### src/hw/rtl/ede_pkg.sv
// Package with the shared types and constants of the edit distance engine.
`timescale 1ns / 1ps

package ede_pkg;

  localparam int unsigned MaxLen   = 64;
  localparam int unsigned LenW     = $clog2(MaxLen + 1);
  localparam int unsigned StrAddrW = $clog2(MaxLen);
  localparam int unsigned RowDepth = MaxLen + 1;
  localparam int unsigned RowAddrW = $clog2(RowDepth);
  localparam int unsigned DistW    = 7;
  localparam int unsigned SymW     = 8;

  localparam logic [1:0] CmdAppendA = 2'd0;
  localparam logic [1:0] CmdAppendB = 2'd1;
  localparam logic [1:0] CmdCompute = 2'd2;

  typedef struct packed {
    logic [1:0]      cmd;
    logic [SymW-1:0] symbol;
  } in_t;

  typedef struct packed {
    logic [DistW-1:0] distance;
    logic             overflow;
    logic             is_compute_result;
  } out_t;

  typedef struct packed {
    logic [LenW-1:0] len_a;
    logic [LenW-1:0] len_b;
  } job_t;

endpackage

### src/hw/rtl/ede_ram.sv
// Generic single-port-write, single-port-read memory with a registered read.
`timescale 1ns / 1ps

module ede_ram #(
  parameter int unsigned Width = 8,
  parameter int unsigned Depth = 64,
  parameter int unsigned AddrW = $clog2(Depth)
) (
  input  logic             clk_i,
  input  logic             wr_en_i,
  input  logic [AddrW-1:0] wr_addr_i,
  input  logic [Width-1:0] wr_data_i,
  input  logic [AddrW-1:0] rd_addr_i,
  output logic [Width-1:0] rd_data_o
);

  logic [Width-1:0] mem_q [Depth];
  logic [Width-1:0] rd_data_q;

  always_ff @(posedge clk_i) begin
    if (wr_en_i) begin
      mem_q[wr_addr_i] <= wr_data_i;
    end
    rd_data_q <= mem_q[rd_addr_i];
  end

  assign rd_data_o = rd_data_q;

endmodule

### src/hw/rtl/ede_dp.sv
// Row-by-row walk of the edit distance table over a single-row memory.
`timescale 1ns / 1ps

module ede_dp (
  input  logic                                 clk_i,
  input  logic                                 rst_ni,
  input  logic                                 start_i,
  input  ede_pkg::job_t                        job_i,
  output logic                                 busy_o,
  output logic [ede_pkg::StrAddrW-1:0]         a_rd_addr_o,
  output logic [ede_pkg::StrAddrW-1:0]         b_rd_addr_o,
  input  logic [ede_pkg::SymW-1:0]             a_data_i,
  input  logic [ede_pkg::SymW-1:0]             b_data_i,
  output logic                                 done_o,
  output logic [ede_pkg::DistW-1:0]            dist_o
);
  import ede_pkg::*;

  localparam logic [1:0] S_IDLE = 2'd0;
  localparam logic [1:0] S_ROW  = 2'd1;
  localparam logic [1:0] S_CELL = 2'd2;

  logic [1:0]          state_q, state_d;
  job_t                job_q, job_d;
  logic [LenW-1:0]     i_q, i_d;
  logic [LenW-1:0]     j_q, j_d;
  logic [DistW-1:0]    diag_q, diag_d;
  logic [DistW-1:0]    left_q, left_d;

  logic [RowAddrW-1:0] row_rd_addr;
  logic [DistW-1:0]    row_rd_data;
  logic                row_we;
  logic [DistW-1:0]    above;
  logic [DistW-1:0]    min_ld;
  logic [DistW-1:0]    min_all;
  logic [DistW-1:0]    cell_val;

  ede_ram #(
    .Width(DistW),
    .Depth(RowDepth)
  ) u_row_ram (
    .clk_i    (clk_i),
    .wr_en_i  (row_we),
    .wr_addr_i(RowAddrW'(j_q)),
    .wr_data_i(cell_val),
    .rd_addr_i(row_rd_addr),
    .rd_data_o(row_rd_data)
  );

  always_comb begin
    if (state_q == S_CELL && j_q < job_q.len_b) begin
      row_rd_addr = RowAddrW'(j_q) + RowAddrW'(1);
    end else begin
      row_rd_addr = RowAddrW'(1);
    end
  end

  assign b_rd_addr_o = StrAddrW'(row_rd_addr - RowAddrW'(1));
  assign a_rd_addr_o = StrAddrW'(i_q - LenW'(1));

  assign above    = (i_q == LenW'(1)) ? DistW'(j_q) : row_rd_data;
  assign min_ld   = (left_q < diag_q) ? left_q : diag_q;
  assign min_all  = (min_ld < above) ? min_ld : above;
  assign cell_val = (a_data_i == b_data_i) ? diag_q : min_all + DistW'(1);
  assign row_we   = (state_q == S_CELL);

  always_comb begin
    state_d = state_q;
    job_d   = job_q;
    i_d     = i_q;
    j_d     = j_q;
    diag_d  = diag_q;
    left_d  = left_q;
    done_o  = 1'b0;
    case (state_q)
      S_IDLE: begin
        if (start_i) begin
          job_d   = job_i;
          i_d     = LenW'(1);
          state_d = S_ROW;
        end
      end
      S_ROW: begin
        diag_d  = DistW'(i_q - LenW'(1));
        left_d  = DistW'(i_q);
        j_d     = LenW'(1);
        state_d = S_CELL;
      end
      S_CELL: begin
        left_d = cell_val;
        diag_d = above;
        if (j_q == job_q.len_b) begin
          if (i_q == job_q.len_a) begin
            done_o  = 1'b1;
            state_d = S_IDLE;
          end else begin
            i_d     = i_q + LenW'(1);
            state_d = S_ROW;
          end
        end else begin
          j_d = j_q + LenW'(1);
        end
      end
      default: begin
        state_d = S_IDLE;
      end
    endcase
  end

  always_ff @(posedge clk_i or negedge rst_ni) begin
    if (!rst_ni) begin
      state_q <= S_IDLE;
    end else begin
      state_q <= state_d;
    end
  end

  always_ff @(posedge clk_i) begin
    job_q  <= job_d;
    i_q    <= i_d;
    j_q    <= j_d;
    diag_q <= diag_d;
    left_q <= left_d;
  end

  assign busy_o = (state_q != S_IDLE);
  assign dist_o = cell_val;

  a_start_idle: assert property (@(posedge clk_i) disable iff (!rst_ni)
    start_i |-> state_q == S_IDLE)
    else $error("Job started while the table walk is running.");

  a_row_write_range: assert property (@(posedge clk_i) disable iff (!rst_ni)
    row_we |-> (j_q != '0 && j_q <= job_q.len_b))
    else $error("Row write outside the columns of string B.");

  a_done_idle: assert property (@(posedge clk_i) disable iff (!rst_ni)
    done_o |=> state_q == S_IDLE)
    else $error("Walk did not return to idle after its last cell.");

  a_row_follows_cell: assert property (@(posedge clk_i) disable iff (!rst_ni)
    state_q == S_ROW |=> state_q == S_CELL)
    else $error("Row start not followed by a cell step.");

endmodule

### src/hw/rtl/edit_distance_engine_unit.sv
// Top level of the edit distance engine: intake, string memories and result register.
//
//   Channel   Direction  Handshake                 Payload
//   request   in         in_valid_i / in_ready_o   in_req_i  (cmd, symbol)
//   result    out        out_valid_o / out_ready_i out_rsp_o (distance, overflow, flag)
//
// An append's acknowledgement is registered, so appends can follow one another in
// consecutive cycles while out_ready_i keeps the result slot free. A compute with
// both strings non-empty walks one table cell per cycle through the single read port
// of the row memory, plus a row-start step before each row.
// No request is taken while the walk runs. Reset clears lengths, the drop flag and
// control state; the memories need no clearing pass.
`timescale 1ns / 1ps

module edit_distance_engine_unit (
  input  logic          clk_i,
  input  logic          rst_ni,
  input  logic          in_valid_i,
  output logic          in_ready_o,
  input  ede_pkg::in_t  in_req_i,
  output logic          out_valid_o,
  input  logic          out_ready_i,
  output ede_pkg::out_t out_rsp_o
);
  import ede_pkg::*;

  logic [LenW-1:0]     len_a_q, len_a_d;
  logic [LenW-1:0]     len_b_q, len_b_d;
  logic                drop_q, drop_d;
  logic                out_valid_q, out_valid_d;
  out_t                out_q, out_d;

  logic                accept;
  logic                is_append_a;
  logic                is_append_b;
  logic                is_compute;
  logic                a_full;
  logic                b_full;
  logic                wr_a;
  logic                wr_b;
  logic                start;
  logic                busy;
  logic                done;
  logic [DistW-1:0]    walk_dist;
  job_t                job;
  logic [StrAddrW-1:0] a_rd_addr;
  logic [StrAddrW-1:0] b_rd_addr;
  logic [SymW-1:0]     a_data;
  logic [SymW-1:0]     b_data;

  assign in_ready_o  = !busy && (!out_valid_q || out_ready_i);
  assign accept      = in_valid_i && in_ready_o;
  assign is_append_a = (in_req_i.cmd == CmdAppendA);
  assign is_append_b = (in_req_i.cmd == CmdAppendB);
  assign is_compute  = (in_req_i.cmd == CmdCompute);
  assign a_full      = (len_a_q == LenW'(MaxLen));
  assign b_full      = (len_b_q == LenW'(MaxLen));
  assign wr_a        = accept && is_append_a && !a_full;
  assign wr_b        = accept && is_append_b && !b_full;
  assign start       = accept && is_compute && len_a_q != '0 && len_b_q != '0;

  assign job.len_a = len_a_q;
  assign job.len_b = len_b_q;

  ede_ram #(
    .Width(SymW),
    .Depth(MaxLen)
  ) u_str_a (
    .clk_i    (clk_i),
    .wr_en_i  (wr_a),
    .wr_addr_i(StrAddrW'(len_a_q)),
    .wr_data_i(in_req_i.symbol),
    .rd_addr_i(a_rd_addr),
    .rd_data_o(a_data)
  );

  ede_ram #(
    .Width(SymW),
    .Depth(MaxLen)
  ) u_str_b (
    .clk_i    (clk_i),
    .wr_en_i  (wr_b),
    .wr_addr_i(StrAddrW'(len_b_q)),
    .wr_data_i(in_req_i.symbol),
    .rd_addr_i(b_rd_addr),
    .rd_data_o(b_data)
  );

  ede_dp u_dp (
    .clk_i      (clk_i),
    .rst_ni     (rst_ni),
    .start_i    (start),
    .job_i      (job),
    .busy_o     (busy),
    .a_rd_addr_o(a_rd_addr),
    .b_rd_addr_o(b_rd_addr),
    .a_data_i   (a_data),
    .b_data_i   (b_data),
    .done_o     (done),
    .dist_o     (walk_dist)
  );

  always_comb begin
    len_a_d     = len_a_q;
    len_b_d     = len_b_q;
    drop_d      = drop_q;
    out_d       = out_q;
    out_valid_d = out_valid_q && !out_ready_i;
    if (done) begin
      out_d.distance          = walk_dist;
      out_d.overflow          = drop_q;
      out_d.is_compute_result = 1'b1;
      out_valid_d             = 1'b1;
      len_a_d                 = '0;
      len_b_d                 = '0;
      drop_d                  = 1'b0;
    end else if (accept && (is_append_a || is_append_b)) begin
      if (wr_a) begin
        len_a_d = len_a_q + LenW'(1);
      end
      if (wr_b) begin
        len_b_d = len_b_q + LenW'(1);
      end
      drop_d = drop_q || (is_append_a && a_full) || (is_append_b && b_full);
      out_d.distance          = '0;
      out_d.overflow          = drop_d;
      out_d.is_compute_result = 1'b0;
      out_valid_d             = 1'b1;
    end else if (accept && is_compute && !start) begin
      out_d.distance          = (len_a_q == '0) ? DistW'(len_b_q) : DistW'(len_a_q);
      out_d.overflow          = drop_q;
      out_d.is_compute_result = 1'b1;
      out_valid_d             = 1'b1;
      len_a_d                 = '0;
      len_b_d                 = '0;
      drop_d                  = 1'b0;
    end
  end

  always_ff @(posedge clk_i or negedge rst_ni) begin
    if (!rst_ni) begin
      len_a_q     <= '0;
      len_b_q     <= '0;
      drop_q      <= 1'b0;
      out_valid_q <= 1'b0;
    end else begin
      len_a_q     <= len_a_d;
      len_b_q     <= len_b_d;
      drop_q      <= drop_d;
      out_valid_q <= out_valid_d;
    end
  end

  always_ff @(posedge clk_i) begin
    out_q <= out_d;
  end

  assign out_valid_o = out_valid_q;
  assign out_rsp_o   = out_q;

  a_done_slot_free: assert property (@(posedge clk_i) disable iff (!rst_ni)
    done |-> (!out_valid_q || out_ready_i))
    else $error("Compute result would overwrite a pending result.");

  a_no_accept_busy: assert property (@(posedge clk_i) disable iff (!rst_ni)
    busy |-> !accept)
    else $error("Request taken while the table walk is running.");

  a_len_bound: assert property (@(posedge clk_i) disable iff (!rst_ni)
    (len_a_q <= LenW'(MaxLen)) && (len_b_q <= LenW'(MaxLen)))
    else $error("String length beyond its memory depth.");

endmodule
### config.mk
export PLATFORM = sky130hd
export DESIGN_NAME = edit_distance_engine_unit
export DESIGN_NICKNAME = d
export VERILOG_FILES = /design/src/hw/rtl/ede_pkg.sv /design/src/hw/rtl/ede_ram.sv /design/src/hw/rtl/ede_dp.sv /design/src/hw/rtl/edit_distance_engine_unit.sv
export SDC_FILE = /design/constraint.sdc
export NUM_CORES = 2
export LEC_CHECK = 0
export ABC_AREA = 0
export BUFFER_PORTS_ARGS = -buffer_cell sky130_fd_sc_hd__buf_4
export CORE_UTILIZATION = 65
export CTS_CLUSTER_DIAMETER = 50
export DETAILED_ROUTE_END_ITERATION = 10
export HOLD_SLACK_MARGIN = 0.12
export PLACE_DENSITY_LB_ADDON = 0.3
export SYNTH_ARGS = -nofsm -noshare
export SYNTH_HDL_FRONTEND = slang
export SYNTH_SLANG_ARGS = --single-unit
### constraint.sdc
create_clock -name clk_i -period 20.6 [get_ports clk_i]
set_clock_uncertainty 0.05 [all_clocks]
set_input_delay 1.03 -clock clk_i [delete_from_list [all_inputs] [get_ports clk_i]]
set_output_delay 1.03 -clock clk_i [all_outputs]
set_load 0.01 [all_outputs]
==> results.cfg <==
[power_and_ir_drop]
leakagePower_nw = 22.58
max-vdd-ir-drop_mv = 0.3339
powerDensity_nw_per_um2 = 160.5
finalPower_mw = 11.19

[floorplan]
rows = 114
die_area_um2 = 98480
initial_core_util_pct = 65.44
die_w_um = 313.8
die_h_um = 313.8
design.portCount = 25
core_area_um2 = 96570

[layout]
final_util_pct = 72.18
nets = 3574
area_delta_synth_final_pct = 10.30
n_fill_cell = 5410
layout-drive-gt1-share_pct = 17.67
final_cell_mix = edfxtp_1, mux4_2, nor2_1
multiInputGateArea_um2 = 15540
final_common_cell = edfxtp_1
ff_latch_area_um2 = 46840

[setup_path]
arrival_ns = 7.60
critPathKind = register to register
crit_path_start_kind = register
end_kind = register
cp_max_fo = 76
crit_required_ns = 21.20

[sta]
rsz0062_at_grt = no
tns_ns = 0
timing.hold.ws_ns = 0.4576
hold_viol = 0
relSlewSlack_pct = 11.53
finalCritPeriodShare_pct = 33.94
slew_viol_final = 0
min_period_ns = 6.991
setup_violations = 0
tightest_slew_ns = 1.327
clock.fmax_ghz = 0.1430

[status]
status = finished, final reports clean

[place]
numPortBuffers = 24
gp_congestion = 0.9120
dp_hpwl_um = 89870

[drt]
drt.antenna.violating_nets = 0
drt_iter0_markers = 4841
viasPerCell = 6.934
dr.pass1.iters = 6
vias = 34180
drcViolationCount = 0
wl_per_cell_um = 30.68
drt_wl_total_um = 151200

[logic_synthesis]
synth_cell_types = 87
synth_cells = 3476
synthFlopType = edfxtp_1
ys_seq_area_share_pct = 74.13
synth_nets = 3522
async_flop_share_pct = 1.146
syn-mean-instance-area_um2 = 18.18
ys_ff_latch = 1571
synth-edff-count = 1529
netlist_area_um2 = 63200
ys_warn_count = 0

[worst_hold_path]
worstHoldPathType = register to register

[clocking]
cts_setup_buffers = 0
cts.sink_count = 1571
path_clk_slew_ns = 0.06
insertion_delay_ns = 0.79
clockBufferDepth = 3
cts_tree = done
numCtsBuffers = 156
clockRootBuffer = clkbuf_16
h-tree-depth = 4

[grt]
grtUsageTotal_pct = 31.35
grt_max_degree = 125
antenna_found_initial = 3
overflow = 0
grt_pass1_wl_um = 223900
grt_pass1_vias = 34190

[flow_run]
cap_violations = 0
## per-layer routing
metal / wire length, um / GRT usage, % / part of all wire, %
met1: 55070 / 43.10 / 36
met2: 75190 / 50.78 / 50
met3: 15170 / 5.937 / 10
met4: 5787 / 11.80 / 3.8
met5: 23 / 0 / 0.015
## area by class of cell
cell class	instances	area share [%]
Antenna cell	2	0.007180
Clock inverter	83	1.265
Multi-Input combinational cell	1684	22.29
Sequential cell	1571	67.21
Inverter	39	0.2280
Clock buffer	198	5.870
Tap cell	1276	2.290
Timing Repair Buffer	76	0.8401
## cell usage after synthesis (all sizes together), types with 25 or more instances
cell	number	area share, %
xnor2	27	0.40
nor2	289	1.7
nor3	51	0.42
o221ai	27	0.37
o21ai	37	0.30
inv	38	0.23
ha	32	0.63
a21oi	54	0.43
mux4	304	11
xor2	25	0.38
clkbuf	98	0.58
mux2i	155	2.5
nand3	94	0.80
buf	84	0.69
nand2	263	1.6
edfxtp	1529	73
## timing repair
item,CTS,global route
hold endpoints to repair,18,0
hold buffers,1,0
resized for setup,0,0
## sequential cells by signal, indices dropped and copies added, names as in the netlist
name / count
len_b_q: 7
u_str_a.mem_q: 512
u_dp.u_row_ram.rd_data_o: 7
u_dp.state_q: 2
u_dp.left_q: 7
out_rsp_o: 9
drop_q: 1
len_a_q: 7
u_dp.i_q: 7
u_str_b.rd_data_o: 8
u_str_a.rd_data_o: 8
out_valid_o: 1
u_str_b.mem_q: 512
u_dp.j_q: 7
u_dp.diag_q: 7
u_dp.job_q: 14
u_dp.u_row_ram.mem_q: 455
## through the flow
stage / std cells / worst slack [ns] / cell area [um2]
final: 4929 / 13.61 / 69700
after global routing: 4928 / 13.37 / 69700
after CTS: 4927 / 13.80 / 69700
after detailed placement: 4645 / 13.84 / 64720
after global placement: 4645 / 13.98 / 64720
after floorplan: 3476 / 14.04 / 63200
## cells by family after synthesis
group | share of synthesized area, %
mux | 13.56
simple gates | 5.864
flops | 74.13
xor+xnor | 0.7741
buf+inv | 1.505
fa+ha+maj | 0.6335
compound gates | 3.542
## final timing paths
check,startpoint,to,slack (ns),cells past startpoint
setup / recovery,u_dp.j_q[0],u_str_b.rd_data_o[0],13.61,14
min in group asynchronous,rst_ni,len_b_q[1],0.62,2
setup reg to reg,u_dp.j_q[0],u_str_b.rd_data_o[0],13.61,14
hold reg to reg,out_rsp_o[0],out_rsp_o[0],0.46,1
hold / removal,out_rsp_o[0],out_rsp_o[0],0.46,1
max in group asynchronous,rst_ni,u_dp.state_q[1],19.61,2
## critical path, cell delays in order, from the launching register on
cell	delay, ns
edfxtp_1	0.32
buf_4	0.76
inv_1	0.47
ha_1	0.33
nand3b_1	0.17
a21o_1	0.27
nand3_4	0.11
buf_4	0.56
clkinv_8	0.55
ha_4	0.97
buf_4	0.96
mux4_2	0.44
mux2i_1	0.31
a22oi_1	0.17
and4_1	0.26
## report_power, final
group	internal [mW]	leakage, nW	switching, mW	total, mW
Clock	1.55	2.41	1.22	2.77
Sequential	4.58	14.2	0.107	4.69
Combinational	1.12	5.96	2.61	3.73
(Power assumes the default switching activity.)
